==> src/hw/rtl/cgrg_pkg.sv <==
`default_nettype none
// ----------------------------------------------------------------------------
// cgrg_pkg: shared types and constants of the ghost ring generator
// widths, fixed-point constants, sequencer states, divider request/response
// and the arctangent table used by both cordic modes
// ----------------------------------------------------------------------------
package cgrg_pkg;

  localparam int unsigned NODES    = 1024;  // power of two
  localparam int unsigned NODE_W   = $clog2(NODES);
  localparam int unsigned MAX_BINS = 16;
  localparam int unsigned BIN_W    = $clog2(MAX_BINS + 1);

  localparam int unsigned IN_TDATA_W  = 176;
  localparam int unsigned OUT_TDATA_W = 128;

  localparam int unsigned DIV_NUM_W = 64;
  localparam int unsigned DIV_DEN_W = 34;
  localparam int unsigned DIV_CNT_W = $clog2(DIV_NUM_W);

  localparam int unsigned CX_W = 50;  // cordic x/y
  localparam int unsigned ZW   = 40;  // cordic angle

  localparam logic [31:0] CORDIC_GAIN = 32'd2608131496;
  localparam logic [31:0] INV_TWO_PI  = 32'd683565276;

  // configuration register indexes
  localparam logic [1:0] REG_NODES_PER_H   = 2'd0;
  localparam logic [1:0] REG_KERNEL_EXTENT = 2'd1;
  localparam logic [1:0] REG_BASE_GHOST    = 2'd2;

  typedef enum logic [4:0] {
    S_CLEAR, S_IDLE, S_SQ, S_SQRT, S_HZ, S_CACHE, S_DELTA, S_NORM, S_ATAN,
    S_THETA, S_TWOI, S_STEP, S_TM, S_TDIV, S_LIM, S_NB, S_X0, S_RINIT,
    S_ROT, S_SETTLE, S_OUTP, S_OUTN
  } state_e;

  typedef struct packed {
    logic                 start;
    logic [DIV_NUM_W-1:0] num;
    logic [DIV_DEN_W-1:0] den;
  } div_req_t;

  typedef struct packed {
    logic                 done;
    logic [DIV_NUM_W-1:0] quot;
  } div_rsp_t;

  localparam logic signed [CX_W:0] SAT_MAX = (CX_W+1)'(32'sh7FFF_FFFF);
  localparam logic signed [CX_W:0] SAT_MIN = (CX_W+1)'(32'sh8000_0000);

  // atan(2^-i) in turn units, 2^32 per turn
  function automatic logic [31:0] arc_angle(input logic [4:0] i);
    logic [31:0] a;
    case (i)
      5'd0:  a = 32'h2000_0000;
      5'd1:  a = 32'h12E4_051E;
      5'd2:  a = 32'h09FB_385B;
      5'd3:  a = 32'h0511_11D4;
      5'd4:  a = 32'h028B_0D43;
      5'd5:  a = 32'h0145_D7E1;
      5'd6:  a = 32'h00A2_F61E;
      5'd7:  a = 32'h0051_7C55;
      5'd8:  a = 32'h0028_BE53;
      5'd9:  a = 32'h0014_5F2F;
      5'd10: a = 32'h000A_2F98;
      5'd11: a = 32'h0005_17CC;
      5'd12: a = 32'h0002_8BE6;
      5'd13: a = 32'h0001_45F3;
      5'd14: a = 32'h0000_A2FA;
      5'd15: a = 32'h0000_517D;
      5'd16: a = 32'h0000_28BE;
      5'd17: a = 32'h0000_145F;
      5'd18: a = 32'h0000_0A30;
      5'd19: a = 32'h0000_0518;
      5'd20: a = 32'h0000_028C;
      5'd21: a = 32'h0000_0146;
      5'd22: a = 32'h0000_00A3;
      5'd23: a = 32'h0000_0051;
      5'd24: a = 32'h0000_0029;
      5'd25: a = 32'h0000_0014;
      5'd26: a = 32'h0000_000A;
      5'd27: a = 32'h0000_0005;
      5'd28: a = 32'h0000_0003;
      5'd29: a = 32'h0000_0001;
      5'd30: a = 32'h0000_0001;
      default: a = 32'h0000_0000;
    endcase
    return a;
  endfunction

  // round half up by 2^16 and saturate to 32 bits
  function automatic logic [31:0] settle(input logic signed [CX_W-1:0] v);
    logic signed [CX_W:0] w;
    logic signed [CX_W:0] t;
    w = (CX_W+1)'(v) + (CX_W+1)'(32768);
    t = w >>> 16;
    if (t > SAT_MAX) t = SAT_MAX;
    if (t < SAT_MIN) t = SAT_MIN;
    return t[31:0];
  endfunction

  // magnitude of a two's complement field
  function automatic logic [31:0] field_mag(input logic [31:0] u);
    return u[31] ? (~u + 32'd1) : u;
  endfunction

endpackage
`default_nettype wire

==> src/hw/rtl/cgrg_div.sv <==
`default_nettype none
// ----------------------------------------------------------------------------
// cgrg_div: iterative unsigned divider
// restoring division, one quotient bit per cycle, done pulses once
// ----------------------------------------------------------------------------
module cgrg_div (
  input  wire                 clk_i,
  input  wire                 rst_ni,
  input  wire cgrg_pkg::div_req_t req_i,
  output cgrg_pkg::div_rsp_t  rsp_o
);
  import cgrg_pkg::*;

  logic                 busy_q, busy_d;
  logic                 done_q, done_d;
  logic [DIV_CNT_W-1:0] cnt_q, cnt_d;
  logic [DIV_NUM_W-1:0] num_q, num_d;
  logic [DIV_DEN_W-1:0] rem_q, rem_d;
  logic [DIV_DEN_W-1:0] den_q, den_d;
  logic [DIV_DEN_W:0]   shifted;
  logic                 qbit;

  assign shifted = {rem_q, num_q[DIV_NUM_W-1]};
  assign qbit    = shifted >= {1'b0, den_q};

  always_comb begin
    busy_d = busy_q;
    done_d = 1'b0;
    cnt_d  = cnt_q;
    num_d  = num_q;
    rem_d  = rem_q;
    den_d  = den_q;
    if (req_i.start) begin
      busy_d = 1'b1;
      cnt_d  = '0;
      num_d  = req_i.num;
      den_d  = req_i.den;
      rem_d  = '0;
    end else if (busy_q) begin
      rem_d = qbit ? DIV_DEN_W'(shifted - {1'b0, den_q}) : shifted[DIV_DEN_W-1:0];
      num_d = {num_q[DIV_NUM_W-2:0], qbit};
      cnt_d = cnt_q + 1'b1;
      if (cnt_q == DIV_CNT_W'(DIV_NUM_W - 1)) begin
        busy_d = 1'b0;
        done_d = 1'b1;
      end
    end
  end

  always_ff @(posedge clk_i or negedge rst_ni) begin
    if (!rst_ni) begin
      busy_q <= 1'b0;
      done_q <= 1'b0;
      cnt_q  <= '0;
    end else begin
      busy_q <= busy_d;
      done_q <= done_d;
      cnt_q  <= cnt_d;
    end
  end

  always_ff @(posedge clk_i) begin
    num_q <= num_d;
    rem_q <= rem_d;
    den_q <= den_d;
  end

  assign rsp_o.done = done_q;
  assign rsp_o.quot = num_q;

endmodule
`default_nettype wire

==> config.mk <==
export PLATFORM = sky130hd
export DESIGN_NAME = cgrg_div
export DESIGN_NICKNAME = d
export VERILOG_FILES = /design/src/hw/rtl/cgrg_pkg.sv /design/src/hw/rtl/cgrg_div.sv
export SDC_FILE = /design/constraint.sdc
export NUM_CORES = 1
export LEC_CHECK = 0
export BUFFER_PORTS_ARGS = -buffer_cell sky130_fd_sc_hd__buf_2
export CORE_ASPECT_RATIO = 1.75
export CORE_MARGIN = 8
export CORE_UTILIZATION = 54
export CTS_CLUSTER_DIAMETER = 60
export DETAILED_ROUTE_END_ITERATION = 8
export GPL_ROUTABILITY_DRIVEN = 0
export HOLD_SLACK_MARGIN = 0.15
export PLACE_DENSITY = 0.79
export SLEW_MARGIN = 30
export SYNTH_ARGS = -nofsm -noshare
export SYNTH_HDL_FRONTEND = slang
export SYNTH_SLANG_ARGS = --single-unit
==> constraint.sdc <==
create_clock -name clk_i -period 4 [get_ports clk_i]
set_clock_uncertainty 0.15 [all_clocks]
set_input_delay 0.2 -clock clk_i [delete_from_list [all_inputs] [get_ports clk_i]]
set_output_delay 0.2 -clock clk_i [all_outputs]
set_load 0.02 [all_outputs]
==> results of run 1 <==
==> timing repair <==
item / CTS / global route
setup buffers: 0 / 0
hold buffers: 101 / 0
endpoints found under the hold margin: 120 / 0
==> stage by stage <==
| stage | worst slack [ns] | std cells | power (uW) |
|---|---|---|---|
| 2_1_floorplan | 0.976 | 700 | 3830 |
| 3_3_place_gp | 0.876 | 1016 | 4250 |
| 3_5_place_dp | 0.745 | 1016 | 4300 |
| 4_1_cts | 0.722 | 1149 | 5970 |
| 5_1_grt | 0.348 | 1149 | 6320 |
| 6_report | 0.677 | 1149 | 5990 |
==> per-layer routing <==
layer / up-vias / part of all wire, % / track usage, % / wire [um]
li1: 3129 / - / - / -
met1: 3191 / 35 / 25.3 / 8090
met2: 315 / 52 / 43.5 / 12100
met3: 83 / 8.3 / 8.15 / 1930
met4: 0 / 4.6 / 14.3 / 1070
met5: - / 0 / 0 / 0
==> kinds of logic (layout without fill, tap and decap cells) <==
group	count (synthesis)	count (layout)	synth area share, %
xor+xnor	27	27	3.04
mux	72	72	10.3
fa+ha+maj	36	36	5.89
simple gates	180	180	11.5
buf+inv	78	347	5.36
flops	140	140	49.2
compound gates	167	167	14.7
==> flip-flops by register name, summed over array words and instances, names as in the netlist <==
register	flops
rem_q	34
busy_q	1
cnt_q	6
den_q	34
done_q	1
num_q	64
==> report_power, final <==
| group | total [uW] | internal (uW) | switching (uW) |
|---|---|---|---|
| registers | 2020 | 1830 | 193 |
| logic | 2390 | 970 | 1420 |
| clock network | 1580 | 883 | 700 |
==> final timing paths <==
kind / cells past startpoint / slack [ns] / from / to
setup / recovery: 12 / 0.68 / num_q[63] / rem_q[18]
setup reg to reg: 12 / 0.68 / num_q[63] / rem_q[18]
hold reg to reg: 2 / 0.33 / rem_q[2] / rem_q[2]
min in group asynchronous: 3 / 0.60 / rst_ni / cnt_q[0]
max in group asynchronous: 3 / 2.83 / rst_ni / cnt_q[1]
hold / removal: 2 / 0.33 / rem_q[2] / rem_q[2]
==> critical path: stages, from the launching register on <==
cell      delay, ns
edfxtp_1       0.41
inv_1          0.08
ha_1           0.17
inv_1          0.06
fa_1           0.42
a211oi_1       0.42
o21bai_2       0.14
o211ai_1       0.36
o21ai_0        0.17
a21oi_1        0.36
o21ai_0        0.17
xnor2_1        0.19
o22ai_1        0.09
==> placed cells by master, fill, tap and decap left out, types with 12 or more instances in the layout <==
cell type and n:
nor2_1 52, o21ai_0 37, dfxtp_1 34, xnor2_1 17
nand4_1 12, edfxtp_1 98, a311oi_1 13, o211ai_1 12
dlygate4sd3_1 101, inv_1 42, mux2_2 64, clkbuf_16 17
ha_1 35, nand3_1 15, a21oi_1 36, nand2_1 54
buf_2 164
==> cell usage after synthesis, types with 7 or more instances <==
master,n
a211oi_1,9
a21o_1,7
a21oi_1,36
a311oi_1,13
buf_6,10
clkbuf_1,13
dfrtp_1,8
dfxtp_1,34
edfxtp_1,98
ha_1,35
inv_1,43
mux2_2,64
mux2i_1,8
nand2_1,54
nand3_1,15
nand4_1,12
nor2_1,52
o211ai_1,12
o21ai_0,37
xnor2_1,17
xor2_1,10
==> layout make-up <==
class / count / area (um^2) / area share (%)
Clock buffer: 18 / 429 / 4.20
Multi-Input combinational cell: 482 / 3540 / 34.7
Clock inverter: 14 / 149 / 1.46
Sequential cell: 140 / 3820 / 37.4
Timing Repair Buffer: 272 / 1880 / 18.5
Tap cell: 180 / 225 / 2.21
Inverter: 43 / 161 / 1.58
==> summary.txt, run 1 <==
Yosys
  – Cells after Synth: 700
  – Synth async-reset ratio: ~5.7%
  – Syn_area_per_cell: between 10 and 15 um^2
  – Syn nets: 837
  – Area fraction of the dominant cell type after synthesis: about 38%
  – Predominant post-synthesis flop cell: edfxtp_1
  – Yosys synthesis warning count: 0
  – Synthesized cell area: 7780 um^2
  – Ranking of synthesized cells by area: edfxtp_1, mux2_2, dfxtp_1, ha_1, nand2_1
  – Count of cell types in the netlist: 72
  – Largest area contributor in the synthesized netlist: edfxtp_1
  – Sequential element share of the synthesized area: 49.2%
  – Synth Register Bits: 140
  – Post-synth EDFFs: 98

Setup path
  – Crit start category: register
  – Setup CP Type: register to register
  – CP Data Required Time: roughly 4.1 ns
  – Crit path arrival time: 3.44 ns
  – Critical path peak fanout: 5
  – Crit. End Element: register

Clock tree
  – CTS tree: yes
  – CTS-repair resized insts: 0
  – CTS buffer count: 17
  – Clock-pin slew of the registers on the worst-case setup and hold paths: 0.07 ns
  – Clock Path Buffers: 2
  – CTS Root Cell: clkbuf_16
  – H-tree levels: 4
  – Clock Sinks: 140
  – Skew-Pair Late Insertion Delay: 0.42 ns

Detailed routing
  – Wire per inst: 20.2 um
  – Routed vias: roughly 6700
  – DRC: 0
  – First-pass iteration count of the detailed router: 5
  – Post-Route WL: 23200 um
  – Number of DRC markers in iteration 0: 407
  – Vias per cell: 5.85
  – Antenna Nets Post-Route: 0

Floorplan
  – Initial Utilization: 54.7%
  – Die ar.: 18700 um^2
  – Overall die height: 175 um
  – Core Area: ~14000 um^2
  – Rows: 58
  – Io pins: between 150 and 200
  – Die width: about 110 um

Timing
  – Final period util: 83.1%
  – Slew @ Worst Pin: 0.778 ns
  – Achievable Freq: 301 MHz
  – Worst slew margin: 48.2%
  – RSZ-0062 raised after global routing: false
  – Setup TNS: 0 ns
  – Hold Worst Slack: 0.329 ns
  – Final slew viol count: 0
  – Min Clock Period, post-route: 3.32 ns
  – Final Hold Vio Count: 0
  – Setup violators final: 0

Status
  – Status: finished, final reports clean

Cells and area
  – Layout cells sized above 1: 29.3%
  – Final core utilization: 71.8%
  – Design area: 10200 um^2
  – # diodes: 0
  – Nets@finish: 1093
  – Fillers: 1041
  – Area grow syn2layout: 31.3%

Power
  – Max IR drop VDD: 0.350 mV
  – Pleak: 0.00425 uW
  – P per Cell Area: 587 nW/um^2

Placed design
  – PortBufs: 165
  – DP HPWL: 15100 um
  – Placed Area: 8620 um^2

Global routing
  – Gr usage total: 25.0%
  – Vias in the first global route: about 7200
  – Initial antenna violation count: 0
  – Grt ovf: 0
  – Pin count of the biggest net entering global routing: 63
  – Global-route wire length before repair: about 37000 um

Run
  – Max-Cap Viols: 0

Worst hold path
  – HP Class: register to register
Power figures use the tool's default switching activity.
==> run 2, diff against run 1 <==
--- a/config.mk
+++ b/config.mk
@@ -5,6 +5,7 @@
 export SDC_FILE = /design/constraint.sdc
 export NUM_CORES = 1
 export LEC_CHECK = 0
+export ABC_AREA = 1
 export BUFFER_PORTS_ARGS = -buffer_cell sky130_fd_sc_hd__buf_2
 export CORE_ASPECT_RATIO = 1.75
 export CORE_MARGIN = 8
@@ -13,7 +14,7 @@
 export DETAILED_ROUTE_END_ITERATION = 8
 export GPL_ROUTABILITY_DRIVEN = 0
 export HOLD_SLACK_MARGIN = 0.15
-export PLACE_DENSITY = 0.79
+export PLACE_DENSITY = 0.78
 export SLEW_MARGIN = 30
 export SYNTH_ARGS = -nofsm -noshare
 export SYNTH_HDL_FRONTEND = slang
==> constraint.sdc (replaced) <==
create_clock -name clk_i -period 3.1 [get_ports clk_i]
set_clock_uncertainty 0.15 [all_clocks]
set_input_delay 0.155 -clock clk_i [delete_from_list [all_inputs] [get_ports clk_i]]
set_output_delay 0.155 -clock clk_i [all_outputs]
set_load 0.02 [all_outputs]
==> summary.txt, run 2 <==
Detailed routing
  – DRC: 0
  – Routed vias: 8708
  – Antenna Nets Post-Route: 0
  – Vias per cell: ~5.5
  – Post-Route WL: 28500 um
  – First-pass iteration count of the detailed router: 8
  – Number of DRC markers in iteration 0: 652
  – Wire per inst: 17.9 um

Cells and area
  – Top Registers: num_q: 64 flops, den_q: 34 flops, rem_q: 34 flops
  – Nets@finish: between 1500 and 2000
  – Design area: about 11000 um^2
  – Leading cell types in the layout, fill and taps excluded: nand2_1, buf_2, inv_1
  – Most common cell after layout, fill and taps aside: nand2_1
  – Final core utilization: 72.4%
  – Layout cells sized above 1: between 10% and 20%
  – Area grow syn2layout: 32.4%
  – Top reg by flops: num_q
  – Max reg flops: 64

Floorplan
  – Initial Utilization: a little over half
  – Core Area: about 15000 um^2
  – Io pins: 166
  – Die ar.: 19900 um^2
  – Die width: 110 um
  – Overall die height: 181 um
  – Rows: 60

Yosys
  – Most frequent cell after synthesis: nand2_1
  – Largest area contributor in the synthesized netlist: edfxtp_1
  – Ranking of synthesized cells by area: edfxtp_1, nand2_1, dfxtp_1, inv_1, nand3_1
  – Syn_area_per_cell: 7.50 um^2
  – Sequential element share of the synthesized area: 45.7%
  – Count of cell types in the netlist: 41
  – Synth Register Bits: between 100 and 150
  – Yosys synthesis warning count: 0
  – Synth top cells by count: nand2_1, inv_1, edfxtp_1, nand3_1, nor2_1
  – Synthesized cell area: 8370 um^2
  – Syn nets: 1253
  – Predominant post-synthesis flop cell: edfxtp_1
  – Post-synth EDFFs: 98
  – Synth async-reset ratio: under 10%
  – Cells after Synth: 1116
  – Area fraction of the dominant cell type after synthesis: approximately a third

Timing
  – Achievable Freq: 356 MHz
  – Final WS setup: 0.291 ns
  – Slew @ Worst Pin: 0.801 ns
  – Setup TNS: 0 ns
  – Final slew viol count: 0
  – RSZ-0062 raised after global routing: false
  – Min Clock Period, post-route: 2.81 ns
  – Final Hold Vio Count: 0
  – Worst slew margin: 46.6%
  – Final period util: 90.6%
  – Setup violators final: 0

Setup path
  – CP Data Required Time: 3.25 ns
  – Crit path arrival time: ~3 ns
  – Crit start category: register
  – Critical path peak fanout: 25
  – Crit. End Element: register
  – Setup CP Type: register to register

Power
  – Pleak: 0.00580 uW
  – Max IR drop VDD: 0.455 mV
  – Total power draw: 7750 uW
  – P per Cell Area: between 600 and 700 nW/um^2

Placed design
  – Placed Area: 9350 um^2
  – PortBufs: 165
  – Dpl ws: roughly 0.43 ns
  – DP HPWL: 17900 um

Global routing
  – Vias in the first global route: 9049
  – Initial antenna violation count: 2
  – Gr usage total: 29.1%
  – Global-route wire length before repair: 44800 um
  – Pin count of the biggest net entering global routing: 72
  – Grt ovf: 0

Clock tree
  – CTS Root Cell: clkbuf_16
  – H-tree levels: 4
  – CTS tree: yes
  – Clock Sinks: 140
  – Skew-Pair Late Insertion Delay: 0.43 ns
  – Clock Path Buffers: 2
  – Setup bufs post-CTS: 0
  – CTS buffer count: 17
  – Clock-pin slew of the registers on the worst-case setup and hold paths: around 0.06 ns

Run
  – Max-Cap Viols: 0

Status
  – Status: finished, final reports clean

Worst hold path
  – HP Class: primary input to register
## run 2: cell count changes after synthesis, sizes merged, moves of 14 or more
cell and delta:
inv +123, nand3b +16, o21ai -17, nand2 +413
nand3 +89, mux2 -64, a311oi -14
## run 2: metal layers
layer  vias up  share of wire (%)  GRT usage (%)
li1       4073                  -              -
met1      3981                 33           29.2
met2       512                 51           49.6
met3       142                8.8           8.73
met4         0                6.8           19.4
met5         -                  0              0
## run 2: kinds of logic (layout without fill, tap and decap cells)
| family | after synthesis | count (layout) | synth area share [%] |
|---|---|---|---|
| compound gates | 61 | 61 | 4.08 |
| flops | 140 | 140 | 45.7 |
| buf+inv | 197 | 486 | 9.46 |
| other cells | 0 | 2 | 0 |
| fa+ha+maj | 36 | 36 | 5.47 |
| xor+xnor | 16 | 16 | 1.67 |
| simple gates | 666 | 666 | 33.6 |
## run 2: power breakdown
group          switching (uW)  internal [uW]
Clock                     892           1200
Sequential                191           2300
Combinational            2020           1150
Total                    3100           4650
## run 2: what timing repair did
action | CTS | global route
resized for setup | 0 | 0
hold endpoints to repair | 117 | 0
endpoints found under the setup margin | 0 | 0
hold buffers | 115 | 0
## run 2: final timing paths
| path | from | slack [ns] | depth (start not counted) | end |
|---|---|---|---|---|
| max reg2reg | den_q[14] | 0.29 | 15 | rem_q[0] |
| min | req_i[0] | 0.28 | 2 | den_q[0] |
| min in group asynchronous | rst_ni | 0.64 | 3 | done_q |
| max in group asynchronous | rst_ni | 1.86 | 3 | cnt_q[1] |
| min reg2reg | rem_q[10] | 0.32 | 2 | rem_q[10] |
| max | den_q[14] | 0.29 | 15 | rem_q[0] |
## run 2: critical path: stages (launching register included)
cell and delay (ns):
edfxtp_1 0.36, inv_1 0.07, ha_1 0.28, nand2_1 0.18
inv_1 0.06, nand2_1 0.06, nand2_1 0.08, nand2_1 0.06
nand2_1 0.09, a21oi_2 0.27, nand2_2 0.14, nand2_4 0.30
buf_4 0.27, nand3_1 0.09, nand3_1 0.10, o21ai_0 0.10
## run 2: final cells by class
class,instances,area [um^2]
clock inverter,13,155
timing repair buffer,289,2060
clock buffer,18,429
sequential,140,3820
fill,1130,4230
multi-input combinational,779,3760
tap,186,233
inverter,166,623
antenna,2,5.00
## run 2: through the flow
stage | cells | hold WS [ns]
after global placement | 1445 | -0.144
final | 1593 | 0.283
after detailed placement | 1445 | -0.144
after floorplan | 1116 | -0.291
after global routing | 1593 | 0.284
after CTS | 1591 | 0.277
